File: config.mk
export PLATFORM = sky130hd
export DESIGN_NAME = task_delay_tick_manager_core
export DESIGN_NICKNAME = d
export VERILOG_FILES = /design/src/rtl/tdtm_pkg.sv /design/src/rtl/tdtm_cell.sv /design/src/rtl/tdtm_update.sv /design/src/rtl/task_delay_tick_manager_core.sv
export SDC_FILE = /design/constraint.sdc
export NUM_CORES = 1
export LEC_CHECK = 0
export ABC_AREA = 1
export BUFFER_PORTS_ARGS = -buffer_cell sky130_fd_sc_hd__buf_2
export CORE_UTILIZATION = 63
export DETAILED_ROUTE_END_ITERATION = 6
export PLACE_DENSITY_LB_ADDON = 0.05
export SYNTH_ARGS = -nofsm -noshare
export SYNTH_HDL_FRONTEND = slang
export SYNTH_SLANG_ARGS = --single-unit
File: constraint.sdc
create_clock -name clk -period 3.25 [get_ports clk]
set_input_delay 0.1625 -clock clk [delete_from_list [all_inputs] [get_ports clk]]
set_output_delay 0.1625 -clock clk [all_outputs]
set_load 0.01 [all_outputs]
File: src/rtl/tdtm_pkg.sv
// tdtm_pkg: shared types and constants for the task delay tick manager
// holds the per-task slot layout and the opcode values; no dependencies
`default_nettype none

package tdtm_pkg;

  localparam int COUNT_W   = 16;
  localparam int TASK_ID_W = 3;
  localparam int MASK_W    = 8;

  localparam logic OP_TICK  = 1'b0;
  localparam logic OP_SLEEP = 1'b1;

  // one task's state as it travels around the ring
  typedef struct packed {
    logic [COUNT_W-1:0] count;
    logic               ready;
  } tdtm_slot_t;

endpackage

`default_nettype wire

File: src/rtl/tdtm_cell.sv
// tdtm_cell: one stage of the task ring, holds a single task slot
// depends on tdtm_pkg for the slot type
`default_nettype none

module tdtm_cell (
  input  wire logic                clk,
  input  wire logic                rst,
  input  wire logic                shift,
  input  wire tdtm_pkg::tdtm_slot_t slot_in,
  output tdtm_pkg::tdtm_slot_t     slot_out
);

  tdtm_pkg::tdtm_slot_t slot;

  // a task starts out ready with no delay pending
  always_ff @(posedge clk) begin
    if (rst) begin
      slot.count <= '0;
      slot.ready <= 1'b1;
    end else if (shift) begin
      slot <= slot_in;
    end
  end

  assign slot_out = slot;

endmodule

`default_nettype wire

File: src/rtl/tdtm_update.sv
// tdtm_update: applies a tick or a sleep to the slot leaving the ring head
// depends on tdtm_pkg for the slot type and opcodes
`default_nettype none

module tdtm_update (
  input  wire logic                              op,
  input  wire logic                              hit,
  input  wire logic [tdtm_pkg::COUNT_W-1:0]      ticks,
  input  wire tdtm_pkg::tdtm_slot_t              slot_in,
  output tdtm_pkg::tdtm_slot_t                   slot_out
);

  always_comb begin
    slot_out = slot_in;
    unique case (op)
      tdtm_pkg::OP_SLEEP: begin
        if (hit && (ticks != '0)) begin
          slot_out.count = ticks;
          slot_out.ready = 1'b0;
        end
      end
      default: begin
        if (slot_in.count != '0) begin
          slot_out.count = slot_in.count - tdtm_pkg::COUNT_W'(1);
          // counter runs out on this tick
          if (slot_in.count == tdtm_pkg::COUNT_W'(1)) begin
            slot_out.ready = 1'b1;
          end
        end
      end
    endcase
  end

endmodule

`default_nettype wire

File: src/rtl/task_delay_tick_manager_core.sv
// task_delay_tick_manager_core: top level, ring of task cells plus update unit
// depends on tdtm_pkg, tdtm_cell and tdtm_update
//
//   channel | signals                               | dir | word
//   in      | in_valid in_ready opcode task_id       | in  | tick or sleep request
//           | sleep_ticks                            |     |
//   out     | out_valid out_ready ready_mask         | out | ready bitmap after the word
//
// a word is taken in the idle state; the slots then rotate once around the ring of
// TASK_COUNT cells through the single update unit, and the done state then loads the
// bitmap into the output register and returns to idle. words are taken only in idle, so
// a new word waits until the last word's bitmap is loaded, but a new word is taken
// while a result still waits; if the output register is still full at the end of a
// rotation the ring holds until it drains. reset marks every task ready, counters zero.
`default_nettype none

module task_delay_tick_manager_core #(
  parameter int TASK_COUNT = 8
) (
  input  wire logic                                clk,
  input  wire logic                                rst,
  input  wire logic                                in_valid,
  output logic                                     in_ready,
  input  wire logic                                opcode,
  input  wire logic [tdtm_pkg::TASK_ID_W-1:0]      task_id,
  input  wire logic [tdtm_pkg::COUNT_W-1:0]        sleep_ticks,
  output logic                                     out_valid,
  input  wire logic                                out_ready,
  output logic [tdtm_pkg::MASK_W-1:0]              ready_mask
);

  localparam int IDX_W = (TASK_COUNT > 1) ? $clog2(TASK_COUNT) : 1;
  localparam int CMP_W = (IDX_W > tdtm_pkg::TASK_ID_W) ? IDX_W : tdtm_pkg::TASK_ID_W;
  localparam logic [IDX_W-1:0] LAST_IDX = IDX_W'(TASK_COUNT - 1);

  typedef enum logic [1:0] {
    S_IDLE,
    S_RUN,
    S_DONE
  } state_t;

  state_t                         state;
  logic [IDX_W-1:0]               step;
  logic                           op;
  logic [tdtm_pkg::TASK_ID_W-1:0] tid;
  logic [tdtm_pkg::COUNT_W-1:0]   ticks;

  logic                           shift;
  logic                           hit;
  logic                           out_free;
  logic [tdtm_pkg::MASK_W-1:0]    mask_next;

  tdtm_pkg::tdtm_slot_t           ring [TASK_COUNT];
  tdtm_pkg::tdtm_slot_t           head_next;

  assign in_ready = (state == S_IDLE);
  assign shift    = (state == S_RUN);
  assign out_free = !out_valid || out_ready;

  // the slot at the head belongs to task number step
  assign hit = (CMP_W'(tid) == CMP_W'(step));

  tdtm_update u_update (
    .op       (op),
    .hit      (hit),
    .ticks    (ticks),
    .slot_in  (ring[0]),
    .slot_out (head_next)
  );

  for (genvar i = 0; i < TASK_COUNT; i++) begin : g_ring
    tdtm_pkg::tdtm_slot_t feed;
    if (i == TASK_COUNT - 1) begin : g_tail
      assign feed = head_next;
    end else begin : g_mid
      assign feed = ring[i+1];
    end
    tdtm_cell u_cell (
      .clk      (clk),
      .rst      (rst),
      .shift    (shift),
      .slot_in  (feed),
      .slot_out (ring[i])
    );
  end

  // tasks beyond the count read as not ready
  for (genvar b = 0; b < tdtm_pkg::MASK_W; b++) begin : g_mask
    if (b < TASK_COUNT) begin : g_have
      assign mask_next[b] = ring[b].ready;
    end else begin : g_none
      assign mask_next[b] = 1'b0;
    end
  end

  always_ff @(posedge clk) begin
    if (rst) begin
      state     <= S_IDLE;
      step      <= '0;
      out_valid <= 1'b0;
    end else begin
      if ((state == S_DONE) && out_free) begin
        out_valid <= 1'b1;
      end else if (out_ready) begin
        out_valid <= 1'b0;
      end
      unique case (state)
        S_IDLE: begin
          if (in_valid) begin
            op    <= opcode;
            tid   <= task_id;
            ticks <= sleep_ticks;
            step  <= '0;
            state <= S_RUN;
          end
        end
        S_RUN: begin
          if (step == LAST_IDX) begin
            step  <= '0;
            state <= S_DONE;
          end else begin
            step <= step + IDX_W'(1);
          end
        end
        S_DONE: begin
          if (out_free) begin
            ready_mask <= mask_next;
            state      <= S_IDLE;
          end
        end
        default: state <= S_IDLE;
      endcase
    end
  end

endmodule

`default_nettype wire
**After elaboration in Yosys (flattened, before gate mapping)**

Cells that the tools add are included.

- Register bits after elaboration: 170
- Input bits: 24

- $add $sub $neg: 2
- Eq/ne operators: 8
- Mux-type cells: 13
- Bitwise operators: 1
- Reduce and logical (&&, ||, !) cells: 13

Operator list:

| cell | number |
|---|---|
| 17-bit two-way mux | 3 |
| 16-bit nonzero test | 2 |
| 16-bit by 1-bit equality test with 1-bit output (second input constant) | 1 |
| 16-bit by 1-bit subtractor with 16-bit output (second input constant) | 1 |
| 3-bit AND reduction | 3 |
| 2-bit two-way mux | 3 |
| 3-bit two-way mux | 2 |
| 2-bit != test (second input constant) | 3 |
| 2-bit case mux with 3 select lines | 1 |
| 3-bit case mux with 2 select lines | 1 |
| 2-bit nonzero test | 2 |
| 3-bit by 1-bit adder with 3-bit output (second input constant) | 1 |
| 3-bit equality test | 1 |
| 3-bit equality test (second input constant) | 1 |
| 1-bit two-way mux | 3 |
| 2-bit by 1-bit equality test with 1-bit output (second input constant) | 1 |
| 2-bit equality test (second input constant) | 1 |
| 1-bit logical AND | 2 |
| 2-bit logical NOT | 1 |
| 2-bit AND reduction | 1 |
| 1-bit logical NOT | 1 |
| 1-bit logical OR | 1 |
| 1-bit NOT | 1 |

**Logic depth before layout (Yosys ltp)**

Gate-level depths: netlist of the first run.

- Word-level depth: 4
- Depth in mapped cells: 12

**Cells and area by module**

A second synthesis of the first run with hierarchy kept.

- Cells, all modules: 1157
- Area, all modules: 8104.0 µm²

Modules (own cells, without submodules):

| module | times used | cells an instance | area each (µm²) |
|---|---|---|---|
| tdtm_cell | 8 | 107 | 733.2 |
| task_delay_tick_manager_core | 1 | 71 | 1156.1 |
| tdtm_update | 1 | 230 | 1082.3 |

**Worst setup path before layout of the first run**

OpenSTA, ideal clock, no wires.

- Kind: register to register
- Start point: register state[1]
- End point: register op, enable pin
- Setup time: 0.397 ns
- Arrival: 1.524 ns
- Required time: 2.853 ns
- Slack: 1.329 ns
- Stages on the path, launching flop included: 4
- Path buffers: 0
- Cell sequence: dfxtp_1 > nor2_1 > nand2_1 > nor2_1

- Cells in the longest elaborated chain, start to end: 2

RTL lines:

| what | line | text |
|---|---|---|
| start, declared | task_delay_tick_manager_core.sv:42 | `state_t state;` |
| start signal, assigned | task_delay_tick_manager_core.sv:98 | `state <= S_IDLE;` |
| start signal, assigned | task_delay_tick_manager_core.sv:114 | `state <= S_RUN;` |
| start signal, assigned | task_delay_tick_manager_core.sv:120 | `state <= S_DONE;` |
| 2-bit logical NOT | -- |  |
| net in_ready | task_delay_tick_manager_core.sv:23 | `output logic in_ready,` |
| 3-bit AND reduction (no source line) | -- |  |
| end signal, assigned | task_delay_tick_manager_core.sv:110 | `op <= opcode;` |
| end, declared | task_delay_tick_manager_core.sv:44 | `logic op;` |

The timed path passes the listed nets, and every way through them passes these cells.
A chain may end at the register's enable or synchronous reset.

**Worst setup path in the final report of the first run**

- Start point: register op
- End point: register g_ring[7].u_cell.slot (netlist bit g_ring[7].u_cell.slot_out[0])

- Cells in the longest elaborated chain, start to end: 1

RTL lines:

| what | line | text |
|---|---|---|
| 17-bit two-way mux | tdtm_update.sv:15 | `unique case (op)` |
| end signal, assigned | tdtm_cell.sv:21 | `slot <= slot_in;` |
| end, declared | tdtm_cell.sv:13 | `tdtm_pkg::tdtm_slot_t slot;` |

Every way passes these cells.

==> results of run 1 <==
placed cells by master, fill, tap and decap left out, drive strengths merged, types with 6 or more instances in the layout:
cell type	instances
buf	40
inv	59
nand3b	8
dfxtp	142
xor2	6
o21ai	124
a21oi	46
nand2	106
nor2	224
clkbuf	26
edfxtp	28
dlygate4sd3	23
nand3	65
how the worst max path moves through the flow:
stage	endpoint	slack (ns)	cells after the start
3_3_place_gp	g_ring[7].u_cell.slot_out[0]$_SDFFE_PP1P_	1.05	7
3_5_place_dp	g_ring[7].u_cell.slot_out[0]$_SDFFE_PP1P_	1.07	7
2_1_floorplan	op$_DFFE_PP_	1.33	3
6_report	g_ring[7].u_cell.slot_out[0]$_SDFFE_PP1P_	1.02	7
5_1_grt	state[0]$_SDFFE_PP0P_	0.83	7
4_1_cts	g_ring[7].u_cell.slot_out[0]$_SDFFE_PP1P_	1.06	7
timing repair:
| action | CTS | global route |
|---|---|---|
| hold buffers | 23 | 0 |
| endpoints found under the hold margin | 24 | 0 |
| gates resized for setup | 0 | 0 |
| setup buffers | 0 | 0 |
cell type report:
cell class	instances	area, µm²	area share [%]
flip-flops and latches	170	3684	47.07
multi-input cells	588	2704	34.55
clock buffers	26	478.0	6.108
repair buffers	63	473.0	6.044
inverters	61	230.2	2.942
well taps	136	170.2	2.175
clock inverters	6	86.33	1.103
flip-flops by register name (all words and copies together), names as in the netlist:
register,cells
tid,3
g_ring.u_cell.slot_out,136
op,1
ready_mask,8
out_valid,1
state,2
step,3
ticks,16
metrics by stage:
stage	instance area (µm²)	instances	setup slack (ns)
floorplan	6847	872	1.329
global placement	7030	995	1.052
detailed placement	7030	995	1.071
CTS	7825	1050	1.059
global route	7825	1050	0.8349
finish	7825	1050	1.018
worst max-delay path: cells and delay by family (launching register included):
family / cells / cell delay [ns]
AOI/OAI and AO/OA: 2 / 0.17
buffers and inverters: 1 / 0.69
DFF: 1 / 0.79
and+or+nand+nor: 4 / 0.47
layer usage:
metal / routed length [µm] / vias up
met3: 496 / 19
met5: 0 / -
met1: 6527 / 2617
met4: 219 / 0
li1: - / 2871
met2: 7547 / 99
report_power, final:
group          leakage (nW)  switching (W)  internal, W
logic                  1.85       0.000398     0.000214
registers              1.42      0.0000940      0.00230
clock network         0.274       0.000769      0.00116
total                  3.54        0.00126      0.00367
cells by family (layout without fill, tap and decap cells):
family,Yosys count,in the layout,share of synthesized area [%]
AOI/OAI and AO/OA,172,172,12.65
and+or+nand+nor,404,404,24.74
buffers and inverters,114,156,6.780
adders and majority gates,5,5,0.9137
xor gates and xnor gates,7,7,1.115
DFF,170,170,53.80
==> flow_summary.json, run 1 <==
{
  "outcome": "finished clean",
  "power_density_nw_per_um2": 630.3,
  "worst_hold_path_type": "input pin to flip-flop",
  "worst_path_most_repeated_cell": "nand3_1",
  "synth_seq_area_share_pct": 53.80,
  "critical_path.endpoint_type": "flip-flop",
  "netlist_instances": 872,
  "htree_num_levels": 4,
  "tightest_slew_ns": 0.6878,
  "worst_ep_arrival_time_ns": 2.66,
  "gr-max-usage-layer": "met2",
  "max_freq_ghz": 0.4480,
  "die_height_um": 106.2,
  "rsz0062_at_grt": "no",
  "hold_violations_final": 0,
  "drc": 0,
  "slew-limit-headroom_pct": 54.15,
  "grtUsageMet1_pct": 33.65,
  "via_count": 5606,
  "antenna_found_initial": 0,
  "synth_area_um2": 6847,
  "synth_commonest_cells": "218 x nor2_1, 142 x dfxtp_1, 123 x o21ai_0",
  "cts-root-to-sink-buffers": 2,
  "path_cells": "clkinv_1, nand3_1, nor2_1, nand3_1, a21oi_1, o21ai_1, nand2_1",
  "gr-usage-met3_pct": 6.438,
  "firstDrtPassIters": 5,
  "reg2reg_from": "op$_DFFE_PP_",
  "final.hold.worst_slack_ns": 0.02151,
  "gpl.final_weighted_congestion": 0.8284,
  "fp.dieW_um": 106.2,
  "leakage_power_total_nw": 3.544,
  "power.total_w": 0.004932,
  "final.fill_count": 746,
  "numCtsBuffers": 17,
  "post_drt_wl_per_cell_um": 14.09,
  "first_global_vias": 5475,
  "drt_first_iter_violations": 413,
  "hold_depth": 2,
  "cp_data_required_time_ns": 3.67,
  "grt_overflow": 0,
  "routed_wirelength_um": 14790,
  "reg2reg_setup_slack_ns": 1.02,
  "synthTopCellsByArea": "dfxtp_1 42%, edfxtp_1 12%, nor2_1 12%",
  "cts_root_buffer": "clkbuf_8",
  "synthesized_net_count": 901,
  "power.ir.vdd_worst_mv": 0.5752,
  "cap_violations": 0,
  "grt_first_pass_wirelength_um": 25140,
  "syn_avg_cell_area_um2": 7.852,
  "floorplan.core_area_um2": 10420,
  "floorplan.io_pins": 34,
  "synth_largest_type_area_fraction_pct": 41.52,
  "fin_crit_ns": 2.232,
  "timing.setup.critical_path_class": "flip-flop to flip-flop",
  "rr_endpoint": "g_ring[7].u_cell.slot_out[0]$_SDFFE_PP1P_",
  "hold-path-endpoint": "state[1]$_SDFFE_PP0P_",
  "area_delta_synth_final_pct": 14.29,
  "post_drt_via_cell_ratio": 5.339,
  "floorplan.initialDensity_pct": 65.73,
  "num_antenna_cells": 0,
  "startpoint_type": "flip-flop",
  "timing.critical_path.fanout_max": 18,
  "finalCoreUtilization_pct": 75.12,
  "max_stage_delay_ns": 0.79,
  "synth-edff-count": 28,
  "postRouteAntennaNets": 0,
  "synthMostInstantiatedCell": "nor2_1",
  "slowest_stage": "edfxtp_1",
  "clock_latency_ns": 0.54,
  "worstRegToRegCells": 7,
  "num_rows": 37,
  "share_of_post_route_cells_with_drive_strength_above_1_pct": 8.862,
  "numClockSinks": 170,
  "number_of_nets_in_the_final_layout": 930,
  "portion_of_the_clock_cycle_consumed_by_the_worst_path_in_the_final_layout_pct": 68.69,
  "fin_tns_setup_ns": 0,
  "die_area_um2": 11290,
  "maximum_number_of_pins_on_one_net_before_global_route_repair": 122,
  "setup_viol": 0,
  "yosys_warnings": 0,
  "hold_path.startpoint": "rst",
  "timing.critical_path.from": "op$_DFFE_PP_",
  "fin_skew_ns": 0.007870,
  "async_reset_ff_share_pct": 0,
  "portBuffers": 33,
  "grt.met2_usage_pct": 49.07,
  "path_clk_slew_ns": 0.06,
  "tritoncts": "yes",
  "dp_hpwl_um": 8634,
  "post_synth_num_cell_types": 28,
  "global_route.usage.total_pct": 28.32,
  "postSynth.topFlopCell": "dfxtp_1",
  "yosys_register_bits": 170,
  "slew_violations": 0,
  "synthDominantAreaCellType": "dfxtp_1"
}
(Power assumes the default switching activity.)
==> run 2: changes to the inputs <==
--- a/config.mk
+++ b/config.mk
@@ -7,7 +7,7 @@
 export LEC_CHECK = 0
 export ABC_AREA = 1
 export BUFFER_PORTS_ARGS = -buffer_cell sky130_fd_sc_hd__buf_2
-export CORE_UTILIZATION = 63
+export CORE_UTILIZATION = 55
 export DETAILED_ROUTE_END_ITERATION = 6
 export PLACE_DENSITY_LB_ADDON = 0.05
 export SYNTH_ARGS = -nofsm -noshare
==> constraint.sdc (replaced) <==
create_clock -name clk -period 1.9 [get_ports clk]
set_input_delay 0.095 -clock clk [delete_from_list [all_inputs] [get_ports clk]]
set_output_delay 0.095 -clock clk [all_outputs]
set_load 0.01 [all_outputs]
==> run 2 against run 1 <==
Effect of this change:
- non-clock buffer count is 2 higher
- sequential power is 70% higher
- clock-buffer cell count down 5
- global-route usage is 4.8 points lower
- first-iteration DRC count fell by 3.9%
- total power rose by 76%
- clock power increased by 84%
- cell area up 1.6%
- sequential share of layout area down 0.76 points
- via count down 0.95%
- combinational power is 72% higher
- final cell count rose by 3.2%
==> flow_summary.json, run 2 (synthesis gave the netlist of run 1 again) <==
{
  "critical_path.endpoint_type": "flip-flop",
  "antenna_found_initial": 0,
  "worst_ep_arrival_time_ns": 2.00,
  "postRouteAntennaNets": 0,
  "slew-limit-headroom_pct": 59.67,
  "die_area_um2": 12900,
  "area_delta_synth_final_pct": 16.17,
  "slowest_stage": "dfxtp_1",
  "hold-path-endpoint": "state[1]$_SDFFE_PP0P_",
  "rr_endpoint": "g_ring[0].u_cell.slot_out[2]$_SDFFE_PP0P_",
  "path_cells": "inv_1, nor2_4, clkinv_2, buf_12, o21ai_0, a21oi_1",
  "fp.dieW_um": 113.6,
  "setup_viol": 0,
  "largest_register_ff_count": 136,
  "clock_latency_ns": 0.43,
  "slew_violations": 0,
  "reg2reg_setup_slack_ns": 0.19,
  "maximum_number_of_pins_on_one_net_before_global_route_repair": 140,
  "global_route.usage.total_pct": 23.48,
  "fin_tns_setup_ns": 0,
  "gpl.final_weighted_congestion": 0.9417,
  "final.fill_count": 1056,
  "portBuffers": 33,
  "leakage_power_total_nw": 3.591,
  "via_count": 5553,
  "multiInputGateArea_um2": 2706,
  "routed_wirelength_um": 14090,
  "htree_num_levels": 4,
  "num_rows": 40,
  "worstRegToRegCells": 6,
  "firstDrtPassIters": 5,
  "cts-root-to-sink-buffers": 2,
  "tightest_slew_ns": 0.6040,
  "cp_data_required_time_ns": 2.19,
  "power.total_w": 0.008690,
  "timing.setup.critical_path_class": "flip-flop to flip-flop",
  "delay_heaviest_family_cp": "buffers and inverters",
  "final.hold.worst_slack_ns": 0.04284,
  "startpoint_type": "flip-flop",
  "post_cts.repair.setup_buffers": 0,
  "hold_depth": 2,
  "post_drt_wl_per_cell_um": 12.99,
  "cts_hold_repair.buffers": 22,
  "reg2reg_from": "state[0]$_SDFFE_PP0P_",
  "floorplan.core_area_um2": 12060,
  "fin_crit_ns": 1.712,
  "share_of_post_route_cells_with_drive_strength_above_1_pct": 9.716,
  "dp_hpwl_um": 8537,
  "cp_num_buf_inv": 3,
  "numCtsBuffers": 17,
  "hold_violations_final": 0,
  "max_stage_delay_ns": 0.38,
  "floorplan.initialDensity_pct": 56.76,
  "cts_root_buffer": "clkbuf_16",
  "grt_overflow": 0,
  "dp_worst_setup_slack_ns": 0.2726,
  "cap_violations": 0,
  "rsz0062_at_grt": "no",
  "cts_resized": 0,
  "finalCoreUtilization_pct": 65.94,
  "grt_first_pass_wirelength_um": 24140,
  "power.ir.vdd_worst_mv": 0.7455,
  "outcome": "finished clean",
  "fin_skew_ns": 0.02209,
  "num_antenna_cells": 0,
  "max_freq_ghz": 0.5841,
  "numClockSinks": 170,
  "power_density_nw_per_um2": 1093,
  "first_global_vias": 5101,
  "timing.critical_path.fanout_max": 128,
  "tritoncts": "yes",
  "number_of_nets_in_the_final_layout": 932,
  "layout_commonest_cell": "nor2_1",
  "drt_first_iter_violations": 397,
  "path_clk_slew_ns": 0.06,
  "portion_of_the_clock_cycle_consumed_by_the_worst_path_in_the_final_layout_pct": 90.11,
  "layout.area.seq_um2": 3684,
  "die_height_um": 113.6,
  "floorplan.io_pins": 34,
  "post_drt_via_cell_ratio": 5.123,
  "hold_path.startpoint": "rst",
  "worst_hold_path_type": "input pin to flip-flop",
  "layout_common_cells": "217 x nor2_1, 142 x dfxtp_1, 123 x o21ai_0, 102 x nand2_1, 65 x nand3_1",
  "drc": 0,
  "worst_slack_ns": 0.1878
}
run 2: changes by cell type in the layout (fill, tap and decap cells not counted), moves of 2 or more:
cell / change
clkbuf_8: -3
buf_12: +2
clkinv_2: +2
clkbuf_1: -4
clkbuf_16: +2
run 2: routing by layer:
metal	track usage (%)	up-vias	part of all wire (%)	wire length, µm
li1	-	2877	-	-
met1	30.92	2561	48	6706
met2	37.07	90	47	6634
met3	5.951	25	2.9	407
met4	9.298	0	2.4	336
met5	0	-	0	0
run 2: worst max-delay path by stage:
stage,startpoint,endpoint,slack (ns),cells after the start
6_report,state[0]$_SDFFE_PP0P_,g_ring[0].u_cell.slot_out[2]$_SDFFE_PP0P_,0.19,6
5_1_grt,ticks[7]$_DFFE_PP_,g_ring[7].u_cell.slot_out[16]$_SDFFE_PP0P_,0.05,10
4_1_cts,state[0]$_SDFFE_PP0P_,g_ring[0].u_cell.slot_out[2]$_SDFFE_PP0P_,0.25,6
3_5_place_dp,ticks[5]$_DFFE_PP_,g_ring[7].u_cell.slot_out[11]$_SDFFE_PP0P_,0.27,10
3_3_place_gp,ticks[5]$_DFFE_PP_,g_ring[7].u_cell.slot_out[15]$_SDFFE_PP0P_,0.31,10
2_1_floorplan,state[1]$_SDFFE_PP0P_,ready_mask[0]$_DFFE_PP_,0.23,2
run 2: cell type report:
type,instances,share of cell area (%)
Clock buffer,21,5.930
Sequential cell,170,46.31
Multi-Input combinational cell,588,34.03
Timing Repair Buffer,65,6.418
Tap cell,168,2.643
Clock inverter,11,1.778
Inverter,61,2.894
run 2: worst register-to-register path, delay by kind of cell (launching register included):
| kind | cells | cell delay (ns) |
|---|---|---|
| buffers and inverters | 3 | 0.58 |
| AOI/OAI and AO/OA | 2 | 0.48 |
| DFF | 1 | 0.38 |
| and+or+nand+nor | 1 | 0.13 |
run 2: report_power, final:
group          internal (W)  switching (W)  leakage [nW]
combinational      0.000374       0.000674          1.86
sequential          0.00394       0.000147          1.42
clock               0.00218        0.00138         0.303
run 2: metrics by stage:
step	instance area, µm²	std cells
2_1_floorplan	6849	872
3_3_place_gp	7121	1030
3_5_place_dp	7121	1030
4_1_cts	7954	1084
5_1_grt	7954	1084
6_report	7954	1084
